$ cat config.mk
export PLATFORM = sky130hd
export DESIGN_NAME = led_command_line_parser
export DESIGN_NICKNAME = d
export VERILOG_FILES = /design/src/hw/rtl/lcp_pkg.sv /design/src/hw/rtl/led_command_line_parser.sv /design/src/hw/rtl/lcp_parser.sv /design/src/hw/rtl/lcp_out_buffer.sv
export VERILOG_INCLUDE_DIRS = /design/src /design/src/hw/rtl
export SDC_FILE = /design/constraint.sdc
export NUM_CORES = 1
export LEC_CHECK = 0
export ABC_AREA = 1
export BUFFER_PORTS_ARGS = -buffer_cell sky130_fd_sc_hd__buf_2
export CORE_UTILIZATION = 60
export CTS_BUF_LIST = sky130_fd_sc_hd__clkbuf_8
export DETAILED_ROUTE_END_ITERATION = 7
export MAX_ROUTING_LAYER = met4
export PLACE_DENSITY = 0.84
export SETUP_SLACK_MARGIN = 0.4
export SLEW_MARGIN = 20
export SYNTH_ARGS = -nofsm -noshare
export SYNTH_HDL_FRONTEND = slang
export SYNTH_SLANG_ARGS = --single-unit
$ cat constraint.sdc
create_clock -name clock -period 3.47 [get_ports clock]
set_input_delay 0.694 -clock clock [delete_from_list [all_inputs] [get_ports clock]]
set_output_delay 0.694 -clock clock [all_outputs]
set_load 0.01 [all_outputs]
$ cat src/hw/rtl/led_command_line_parser_macros.svh
// Assertion macros shared by the parser modules.
`ifndef LED_COMMAND_LINE_PARSER_MACROS_SVH
`define LED_COMMAND_LINE_PARSER_MACROS_SVH
`ifndef SYNTHESIS
`define LCP_ASSERT(label, clk, rst, prop) \
   label: assert property (@(posedge clk) disable iff (rst) (prop)) \
      else $error("Parser check failed.");
`define LCP_ASSERT_IMPL(label, clk, rst, ante, cons) \
   label: assert property (@(posedge clk) disable iff (rst) (ante) |-> (cons)) \
      else $error("Parser check failed.");
`else
`define LCP_ASSERT(label, clk, rst, prop)
`define LCP_ASSERT_IMPL(label, clk, rst, ante, cons)
`endif
`endif

$ cat src/hw/rtl/lcp_pkg.sv
package lcp_pkg;

   localparam int LineCapacityDefault = 64;
   localparam int LevelWidth = 7;

   localparam logic [7:0] CharNul       = 8'h00;
   localparam logic [7:0] CharTab       = 8'h09;
   localparam logic [7:0] CharLf        = 8'h0A;
   localparam logic [7:0] CharVtab      = 8'h0B;
   localparam logic [7:0] CharFormFeed  = 8'h0C;
   localparam logic [7:0] CharCr        = 8'h0D;
   localparam logic [7:0] CharSpace     = 8'h20;
   localparam logic [7:0] CharPlus      = 8'h2B;
   localparam logic [7:0] CharMinus     = 8'h2D;
   localparam logic [7:0] CharZero      = 8'h30;
   localparam logic [7:0] CharNine      = 8'h39;
   localparam logic [7:0] CharColon     = 8'h3A;
   localparam logic [7:0] CharUpperL    = 8'h4C;
   localparam logic [7:0] CharUpperE    = 8'h45;
   localparam logic [7:0] CharUpperD    = 8'h44;
   localparam logic [LevelWidth-1:0] LevelMax = 7'd100;

   typedef enum logic [2:0] {
      NAME_START,
      NAME_L,
      NAME_LE,
      NAME_LED,
      NAME_MISS
   } name_phase_type;

   typedef enum logic [1:0] {
      NUM_BLANKS,
      NUM_DIGITS,
      NUM_DONE
   } number_phase_type;

   typedef struct packed {
      logic                  valid;
      logic [LevelWidth-1:0] level;
   } result_type;

endpackage

$ cat src/hw/rtl/led_command_line_parser.sv
// LED command line parser. Received characters arrive one per request on
// req_tdata and are gathered into lines ended by LF or CR; a line of the form
// "LED:<number>" yields one response carrying the level clamped to 0..100.
// A new request is accepted in every cycle while the output buffer is not full;
// the line state is updated in a single pass, and a two-entry output
// buffer keeps the request side running while a response waits to be taken.
// With the output buffer empty, a response appears on rsp_tvalid in the cycle after its line end is accepted.
module led_command_line_parser #(
   parameter int LINE_CAPACITY = lcp_pkg::LineCapacityDefault
) (
   input  logic       clock,
   input  logic       reset,
   input  logic       req_tvalid,
   output logic       req_tready,
   input  logic [7:0] req_tdata,   // [7:0] rx_byte
   output logic       rsp_tvalid,
   input  logic       rsp_tready,
   output logic [7:0] rsp_tdata    // [6:0] led_level, [7] zero
);
   import lcp_pkg::*;

   result_type            result;
   logic                  take;
   logic [LevelWidth-1:0] level;

   assign take      = req_tvalid && req_tready;
   assign rsp_tdata = {1'b0, level};

   lcp_parser #(
      .LINE_CAPACITY(LINE_CAPACITY)
   ) u_parser (
      .clock   (clock),
      .reset   (reset),
      .take    (take),
      .rx_char (req_tdata),
      .result  (result)
   );

   lcp_out_buffer u_out_buffer (
      .clock     (clock),
      .reset     (reset),
      .result    (result),
      .in_ready  (req_tready),
      .out_valid (rsp_tvalid),
      .out_ready (rsp_tready),
      .out_level (level)
   );

endmodule

$ cat src/hw/rtl/lcp_parser.sv
module lcp_parser #(
   parameter int LINE_CAPACITY = lcp_pkg::LineCapacityDefault
) (
   input  logic               clock,
   input  logic               reset,
   input  logic               take,
   input  logic [7:0]         rx_char,
   output lcp_pkg::result_type result
);
   import lcp_pkg::*;
`include "led_command_line_parser_macros.svh"

   localparam int CountWidth = $clog2(LINE_CAPACITY);
   localparam logic [CountWidth-1:0] LastCount = CountWidth'(LINE_CAPACITY - 1);

   logic [CountWidth-1:0] line_count_ff, line_count_in;
   name_phase_type        name_phase_ff, name_phase_in;
   logic                  colon_seen_ff, colon_seen_in;
   number_phase_type      number_phase_ff, number_phase_in;
   logic                  negative_sign_ff, negative_sign_in;
   logic [LevelWidth-1:0] number_value_ff, number_value_in;
   logic                  text_ended_ff, text_ended_in;

   logic                  is_digit;
   logic                  add_digit;
   logic [10:0]           scaled;

   assign is_digit = (rx_char >= CharZero) && (rx_char <= CharNine);
   assign scaled = 11'(number_value_ff) * 11'd10 + 11'(rx_char[3:0]);

   always_comb begin
      line_count_in    = line_count_ff;
      name_phase_in    = name_phase_ff;
      colon_seen_in    = colon_seen_ff;
      number_phase_in  = number_phase_ff;
      negative_sign_in = negative_sign_ff;
      number_value_in  = number_value_ff;
      text_ended_in    = text_ended_ff;
      add_digit        = 1'b0;
      result.valid     = 1'b0;
      result.level     = negative_sign_ff ? '0 : number_value_ff;

      if (take) begin
         if (rx_char == CharLf || rx_char == CharCr) begin
            if (line_count_ff != '0) begin
               result.valid     = colon_seen_ff && (name_phase_ff == NAME_LED);
               line_count_in    = '0;
               name_phase_in    = NAME_START;
               colon_seen_in    = 1'b0;
               number_phase_in  = NUM_BLANKS;
               negative_sign_in = 1'b0;
               number_value_in  = '0;
               text_ended_in    = 1'b0;
            end
         end else if (line_count_ff < LastCount) begin
            line_count_in = line_count_ff + 1'b1;
            if (!text_ended_ff) begin
               if (rx_char == CharNul) begin
                  text_ended_in = 1'b1;
               end else if (colon_seen_ff) begin
                  case (number_phase_ff)
                     NUM_BLANKS: begin
                        if (rx_char inside {CharSpace, CharTab, CharVtab, CharFormFeed}) begin
                           number_phase_in = NUM_BLANKS;
                        end else if (rx_char == CharPlus || rx_char == CharMinus) begin
                           negative_sign_in = (rx_char == CharMinus);
                           number_phase_in  = NUM_DIGITS;
                        end else if (is_digit) begin
                           number_phase_in = NUM_DIGITS;
                           add_digit       = 1'b1;
                        end else begin
                           number_phase_in = NUM_DONE;
                        end
                     end
                     NUM_DIGITS: begin
                        if (is_digit) begin
                           add_digit = 1'b1;
                        end else begin
                           number_phase_in = NUM_DONE;
                        end
                     end
                     default: begin
                        number_phase_in = NUM_DONE;
                     end
                  endcase
               end else if (rx_char == CharColon) begin
                  colon_seen_in = 1'b1;
                  if (name_phase_ff != NAME_LED) begin
                     name_phase_in = NAME_MISS;
                  end
               end else if (name_phase_ff == NAME_START && rx_char == CharUpperL) begin
                  name_phase_in = NAME_L;
               end else if (name_phase_ff == NAME_L && rx_char == CharUpperE) begin
                  name_phase_in = NAME_LE;
               end else if (name_phase_ff == NAME_LE && rx_char == CharUpperD) begin
                  name_phase_in = NAME_LED;
               end else begin
                  name_phase_in = NAME_MISS;
               end
            end
            if (add_digit) begin
               number_value_in = (scaled > 11'(LevelMax)) ? LevelMax : scaled[LevelWidth-1:0];
            end
         end else begin
            line_count_in    = '0;
            name_phase_in    = NAME_START;
            colon_seen_in    = 1'b0;
            number_phase_in  = NUM_BLANKS;
            negative_sign_in = 1'b0;
            number_value_in  = '0;
            text_ended_in    = 1'b0;
         end
      end
   end

   always_ff @(posedge clock) begin
      if (reset) begin
         line_count_ff    <= '0;
         name_phase_ff    <= NAME_START;
         colon_seen_ff    <= 1'b0;
         number_phase_ff  <= NUM_BLANKS;
         negative_sign_ff <= 1'b0;
         number_value_ff  <= '0;
         text_ended_ff    <= 1'b0;
      end else begin
         line_count_ff    <= line_count_in;
         name_phase_ff    <= name_phase_in;
         colon_seen_ff    <= colon_seen_in;
         number_phase_ff  <= number_phase_in;
         negative_sign_ff <= negative_sign_in;
         number_value_ff  <= number_value_in;
         text_ended_ff    <= text_ended_in;
      end
   end

   `LCP_ASSERT(a_count_below_capacity, clock, reset, line_count_ff <= LastCount)
   `LCP_ASSERT(a_value_saturated, clock, reset, number_value_ff <= LevelMax)
   `LCP_ASSERT_IMPL(a_colon_before_number, clock, reset, number_phase_ff != NUM_BLANKS, colon_seen_ff)
   `LCP_ASSERT_IMPL(a_empty_line_clean, clock, reset, line_count_ff == '0, !colon_seen_ff && name_phase_ff == NAME_START)

endmodule

$ cat src/hw/rtl/lcp_out_buffer.sv
module lcp_out_buffer (
   input  logic                                 clock,
   input  logic                                 reset,
   input  lcp_pkg::result_type                  result,
   output logic                                 in_ready,
   output logic                                 out_valid,
   input  logic                                 out_ready,
   output logic [lcp_pkg::LevelWidth-1:0]       out_level
);
   import lcp_pkg::*;
`include "led_command_line_parser_macros.svh"

   logic [LevelWidth-1:0] slot_ff [2];
   logic                  rd_ptr_ff, rd_ptr_in;
   logic [1:0]            count_ff, count_in;
   logic                  push;
   logic                  pop;
   logic                  wr_ptr;

   assign in_ready  = (count_ff != 2'd2);
   assign out_valid = (count_ff != 2'd0);
   assign out_level = slot_ff[rd_ptr_ff];
   assign push      = result.valid;
   assign pop       = out_valid && out_ready;
   assign wr_ptr    = rd_ptr_ff ^ count_ff[0];

   always_comb begin
      rd_ptr_in = pop ? !rd_ptr_ff : rd_ptr_ff;
      count_in  = count_ff + {1'b0, push} - {1'b0, pop};
   end

   always_ff @(posedge clock) begin
      if (reset) begin
         rd_ptr_ff <= 1'b0;
         count_ff  <= 2'd0;
      end else begin
         rd_ptr_ff <= rd_ptr_in;
         count_ff  <= count_in;
      end
   end

   always_ff @(posedge clock) begin
      if (push) begin
         slot_ff[wr_ptr] <= result.level;
      end
   end

   `LCP_ASSERT(a_count_bound, clock, reset, count_ff <= 2'd2)
   `LCP_ASSERT_IMPL(a_no_push_when_full, clock, reset, count_ff == 2'd2, !push)

endmodule

Yosys cells after proc, flatten, opt, wreduce, memory -nomap -nowiden

Memory sizes are Yosys's and may differ from the RTL's. A register that Yosys moved wholly into a read port is not among the register bits.
Cells that the tools add are included.

Bits in latches: 0
Register bits: 24
Bits in writable memories: 14
Bits in read-only memories: 0
Logic and storage cells: 138
Memories: 1
Bits of input ports: 12

Memory list:

| memory               | depth | bits a word | read ports | clocked after Yosys merged registers in | write ports | line                 | source |
|---|---|---|---|---|---|---|---|
| u_out_buffer.slot_ff | 2     | 7           | 1          | 1                                       | 1           | lcp_out_buffer.sv:13 | `logic [LevelWidth-1:0] slot_ff [2];` |

Reduce and logical (&&, ||, !) cells: 22
Bitwise gates (word level): 1
Order comparisons: 4
Mux-type cells: 67
Shift-type cells: 0
Equal/unequal tests: 29
$add $sub $neg: 4
Div/mod/pow operators: 0
$mul: 1

Operator list:

| kind                                                | count |
|---|---|
| two-way mux 7 bit                                   | 6 |
| equality test 8 x 4 -> 1 bit, second input constant | 5 |
| two-way mux 1 bit                                   | 35 |
| two-way mux 3 bit                                   | 11 |
| equality test 8 x 6 -> 1 bit, second input constant | 4 |
| equality test 8 x 7 -> 1 bit, second input constant | 3 |
| two-way mux 2 bit                                   | 10 |
| two-way mux 6 bit                                   | 3 |
| != test 3 x 2 -> 1 bit, second input constant       | 6 |
| AND reduction 6 bit                                 | 2 |
| adder 11 x 4 -> 11 bit                              | 1 |
| > comparator 11 x 7 -> 1 bit, second input constant | 1 |
| multiplier 7 x 3 -> 10 bit, second input constant   | 1 |
| >= comparator 8 x 6 -> 1 bit, second input constant | 1 |
| <= comparator 8 x 6 -> 1 bit, second input constant | 1 |
| logical NOT 8 bit                                   | 1 |
| AND reduction 8 bit                                 | 1 |
| logical AND 1 bit                                   | 7 |
| adder 6 x 1 -> 6 bit, second input constant         | 1 |
| equality test 3 x 2 -> 1 bit, second input constant | 2 |
| less-than comparator 6 bit, second input constant   | 1 |
| != test 3 bit, second input constant                | 2 |
| nonzero test 6 bit                                  | 1 |
| != test 2 bit, second input constant                | 2 |
| 19 further kinds                                    | 20 |

Logic depth before layout (Yosys ltp)

Depth in word-level cells: 15
Depth in mapped cells: 16
Depth with buffers taken out: 16

By module

Synthesis repeated with hierarchy kept, for this count alone.

Cells, all modules: 381
Area total of the unflattened synthesis: 2783.9 sq um

By module, submodules not included:

| module                  | instances | cells each | sequential area each (sq um) | area an instance (sq um) |
|---|---|---|---|---|
| lcp_parser              | 1         | 321        | 420.4                        | 2004.4 |
| lcp_out_buffer          | 1         | 56         | 500.5                        | 760.7 |
| led_command_line_parser | 1         | 4          | 0.0                          | 18.8 |

Least setup slack after synthesis

Ideal clock, no wire load.

Path kind: input to register
From: input port req_tdata[7]
To: register u_out_buffer.count_ff[1]
Required time: 3348 ps
Cell stages on the path: 11
Path buffers: 0
Setup time: 122 ps
Arrival time: 2528 ps
Setup slack: 820 ps
Cell sequence: nor2_1 > inv_1 > nor2_1 > nand2_4 > or4_1 > ha_1 > inv_1 > ha_1 > xor2_1 > o21ai_0 > a21oi_1

Cells in the longest elaborated chain, start to end: 6
Elaborated cells between the ends (all ways): 7
Classes of those cells: 2 x add/sub; 2 x eq/ne; 2 x mux; 1 x reduce/logical

Ends and longest elaborated chain:

| element                       | line                          | source |
|---|---|---|
| start, declared               | led_command_line_parser.sv:15 | `input logic [7:0] req_tdata,` |
| equality test 8 x 4 -> 1 bit  | lcp_parser.sv:44              | `if (rx_char == CharLf \|\| rx_char == CharCr) begin` |
| logical OR 1 bit (*)          | lcp_parser.sv:44              |  |
| two-way mux 1 bit (*)         | lcp_parser.sv:44              |  |
| two-way mux 1 bit (*)         | lcp_parser.sv:43              | `if (take) begin` |
| adder 2 x 1 -> 2 bit (*)      | lcp_out_buffer.sv:29          | `count_in = count_ff + {1'b0, push} - {1'b0, pop};` |
| subtractor 2 x 1 -> 2 bit (*) | lcp_out_buffer.sv:29          |  |
| end signal, assigned          | lcp_out_buffer.sv:38          | `count_ff <= count_in;` |
| end, declared                 | lcp_out_buffer.sv:15          | `logic [1:0] count_ff, count_in;` |

Mark *: on every way between the ends. The rest lies on a longest branch, timed or not.
A chain may end at the register's enable or synchronous reset.

Worst setup path in the final report

From: register u_parser.number_value_ff[1]
To: register u_parser.number_value_ff[2]

Cells in the longest elaborated chain, start to end: 7

Ends and longest elaborated chain:

| element                        | line              | source |
|---|---|---|
| start, declared                | lcp_parser.sv:21  | `logic [LevelWidth-1:0] number_value_ff, number_value_in;` |
| start signal, assigned         | lcp_parser.sv:131 | `number_value_ff <= number_value_in;` |
| multiplier 7 x 3 -> 10 bit (*) | lcp_parser.sv:29  | `assign scaled = 11'(number_value_ff) * 11'd10 + 11'(rx_char[3:0]);` |
| adder 11 x 4 -> 11 bit (*)     | lcp_parser.sv:29  |  |
| > comparator 11 x 7 -> 1 bit   | lcp_parser.sv:102 | `number_value_in = (scaled > 11'(LevelMax)) ? LevelMax : scaled[LevelWidth-1:0];` |
| two-way mux 7 bit (*)          | lcp_parser.sv:102 |  |
| two-way mux 7 bit (*)          | lcp_parser.sv:101 | `if (add_digit) begin` |
| two-way mux 7 bit (*)          | lcp_parser.sv:55  | `end else if (line_count_ff < LastCount) begin` |
| two-way mux 7 bit (*)          | lcp_parser.sv:44  |  |

Mark *: on every way between the ends. The rest lies on a longest branch, timed or not. The select of a mux whose other input is x is not followed.

==> impl_metrics.toml <==
[synth]
synth_area_mm2 = 0.002659
syn_area_per_cell_um2 = 7.167
synth_cell_types = 36
ys_ff_latch = 39
synth_edf_count = 14
postSynth.asyncResetShare_pct = 0
synth_nets = 402
synth_warnings = 0
ys_seq_area_share_pct = 34.64
synthCells = 371
synthFlopType = "dfxtp_1"

[sta]
setup_violations = 0
finalHoldViolations = 0
worst_pin_slew_ns = 0.5968
tns_ns = 0
max_freq_mhz = 362.5
fin_hold_ws_ns = 0.4787
rsz0062_at_grt = "no"
slew_violations = 0
finClkSkew_ns = 0.005392
slew_headroom_pct = 60.06
period_needed_ns = 2.759
min_period_over_period_pct = 79.50

[global_routing]
first_global_vias = 2158
grt_pass1_wl_um = 8887
gr-usage-all-layers_pct = 26.73
antenna_found_initial = 0
grt_max_degree = 18
grt-ovfl-total = 0

[power]
p_total_mw = 0.9241
powerDensity_mw_per_mm2 = 316.9
p_leak_nw = 1.350
peakVddDrop_mv = 0.3223

[detailed_routing]
drc_errors = 0
vias = 2427
dr.first_iter.drc_count = 137
drt-pass1-iter-count = 4
final_antenna_net_count = 0
wl_um = 5347
via_per_inst = 5.466
wl_per_cell_um = 12.04

[setup_path]
path_buf_inv = 1
cp.arrival_ns = 2.94
max_stage_delay_ns = 0.54
crit_top_cell = "nand2_1"
critPathKind = "reg -> reg"
cp-start-kind = "flop"
crit_path_max_fanout = 6
crit_chain = "ha_1 -> ha_1 -> fa_1 -> nand2_1 -> nor2_1 -> nand2_1 -> nand2_1 -> nand2_1 -> inv_1 -> nand2_1 -> nand2_1 -> nand3_1 -> nor2_2 -> nand3_1 -> nand2_1 -> a21oi_1"
cp_top_family = "adder cells"
worst_ep_required_time_ns = 3.65
cp-end-kind = "flop"
cp_slowest_cell = "fa_1"

[layout]
nets = 424
drive_gt1_share_pct = 14.21
final_area_mm2 = 0.002917
area_delta_synth_final_pct = 9.694
diodes = 0

[clock_network]
cts_made_buffers = 5
root_buffer = "clkbuf_8"
postCtsSetupRepairBufs = 0
clock_sinks = 39
htreeDepth = 2
clock_path_buffers = 2
cts_tree = "built"
clk_latency_ns = 0.30
path_clk_slew_ns = 0.08

[floorplan]
die_h_um = 68.57
die_w_um = 68.57
placementRows = 23
die_area_mm2 = 0.004702
floorplan.initialDensity_pct = 64.61
coreArea_mm2 = 0.004115
io_pins = 22

[flow_run]
maxCapViolations = 0

[place]
place.detailed.hpwl_um = 4208
place_area_mm2 = 0.002799
io_buffers = 20
routabilityCongestion = 0.9256

[status]
status = "completed"

[worst_hold_path]
worst_hold_path_type = "reg -> reg"
final timing paths:
path | cells past startpoint | end | startpoint | slack (ns)
worst max register to register | 16 | u_parser.number_value_ff[2]$_SDFFE_PP0P_ | u_parser.number_value_ff[1]$_SDFFE_PP0P_ | 0.71
worst min-delay path | 2 | u_parser.line_count_ff[1]$_SDFFE_PP0P_ | u_parser.line_count_ff[1]$_SDFFE_PP0P_ | 0.48
worst max-delay path | 16 | u_parser.number_value_ff[2]$_SDFFE_PP0P_ | u_parser.number_value_ff[1]$_SDFFE_PP0P_ | 0.71
worst min register to register | 2 | u_parser.line_count_ff[1]$_SDFFE_PP0P_ | u_parser.line_count_ff[1]$_SDFFE_PP0P_ | 0.48
registers in the layout, indices dropped and copies added (netlist names), named ones only:
signal	flops
u_out_buffer.slot_ff	14
u_parser.number_value_ff	7
u_parser.line_count_ff	6
u_parser.name_phase_ff	3
u_out_buffer.count_ff	2
u_parser.number_phase_ff	2
u_out_buffer.rd_ptr_ff	1
u_parser.colon_seen_ff	1
u_parser.negative_sign_ff	1
u_parser.text_ended_ff	1
logic make-up (layout without fill, tap and decap cells):
family | count (synthesis) | count (layout) | synth area share, %
flops | 39 | 39 | 34.64
xor+xnor | 4 | 4 | 1.318
other cells | 1 | 1 | 0.1410
buf+inv | 61 | 84 | 8.753
mux | 7 | 7 | 2.965
compound gates | 38 | 38 | 8.141
fa+ha+maj | 19 | 19 | 9.506
simple gates | 202 | 202 | 34.54
cell usage in the layout, fill, tap and decap left out, types with 10 or more instances in the layout:
cell	n
nor3_1	13
nor2_1	42
nand2_1	86
edfxtp_1	14
ha_1	17
dfxtp_1	25
nand4_1	10
inv_1	53
a21oi_1	25
buf_2	20
nand3_1	27
report_power, final:
part	switching (mW)	internal (mW)
clock network	0.166	0.214
registers	0.00430	0.474
logic	0.0437	0.0225
layer usage:
metal	track usage, %	up-vias	wire [µm]
met5	-	-	0
met4	9.635	0	99
met3	7.730	11	264
met2	47.67	52	2762
met1	27.78	1107	2220
li1	-	1257	-
worst reg2reg max path, stage by stage, from the launching register on:
cell and delay [ns]:
dfxtp_1 0.43, ha_1 0.27, ha_1 0.24, fa_1 0.54, nand2_1 0.08, nor2_1 0.09
nand2_1 0.07, nand2_1 0.06, nand2_1 0.09, inv_1 0.08, nand2_1 0.05, nand2_1 0.06
nand3_1 0.09, nor2_2 0.22, nand3_1 0.13, nand2_1 0.08, a21oi_1 0.05
synth_stat cells, types with 3 or more instances:
cell type  count  area [µm²]
nor3_1        13       65.06
nor2_2         4       25.02
xnor2_1        3       26.28
nand4_1       10       62.56
dfxtp_1       25       500.5
edfxtp_1      14       420.4
clkbuf_1       4       15.01
inv_1         53       198.9
nand2_2        3       18.77
inv_2          3       11.26
a21oi_1       25       125.1
nand2_1       86       322.8
mux2_2         7       78.83
nand2_4        3       33.78
ha_1          17       212.7
nand3_1       27       135.1
nor2_1        44       165.2
o21ai_0        7       35.03
final cells by class:
type | count | area [µm²]
tap | 50 | 62.56
fill | 341 | 1199
sequential | 39 | 920.9
clock buffer | 5 | 68.82
inverter | 56 | 210.2
timing repair buffer | 20 | 100.1
multi-input combinational | 271 | 1510
clock inverter | 3 | 43.79
per-stage QoR:
stage                     utilization [%]  instances  worst slack (ns)
after global placement              68.01        436            0.6313
final                               70.87        444            0.7113
after detailed placement            68.01        436            0.5079
after floorplan                         -        371            0.8202
after global routing                70.87        444            0.4280
after CTS                           70.75        444            0.6275
repair_timing:
action                     in CTS  in global routing
gates resized for setup         0                  2
setup endpoints to repair       0                  6
hold buffers                    0                  0
Power figures use the tool's default switching activity.
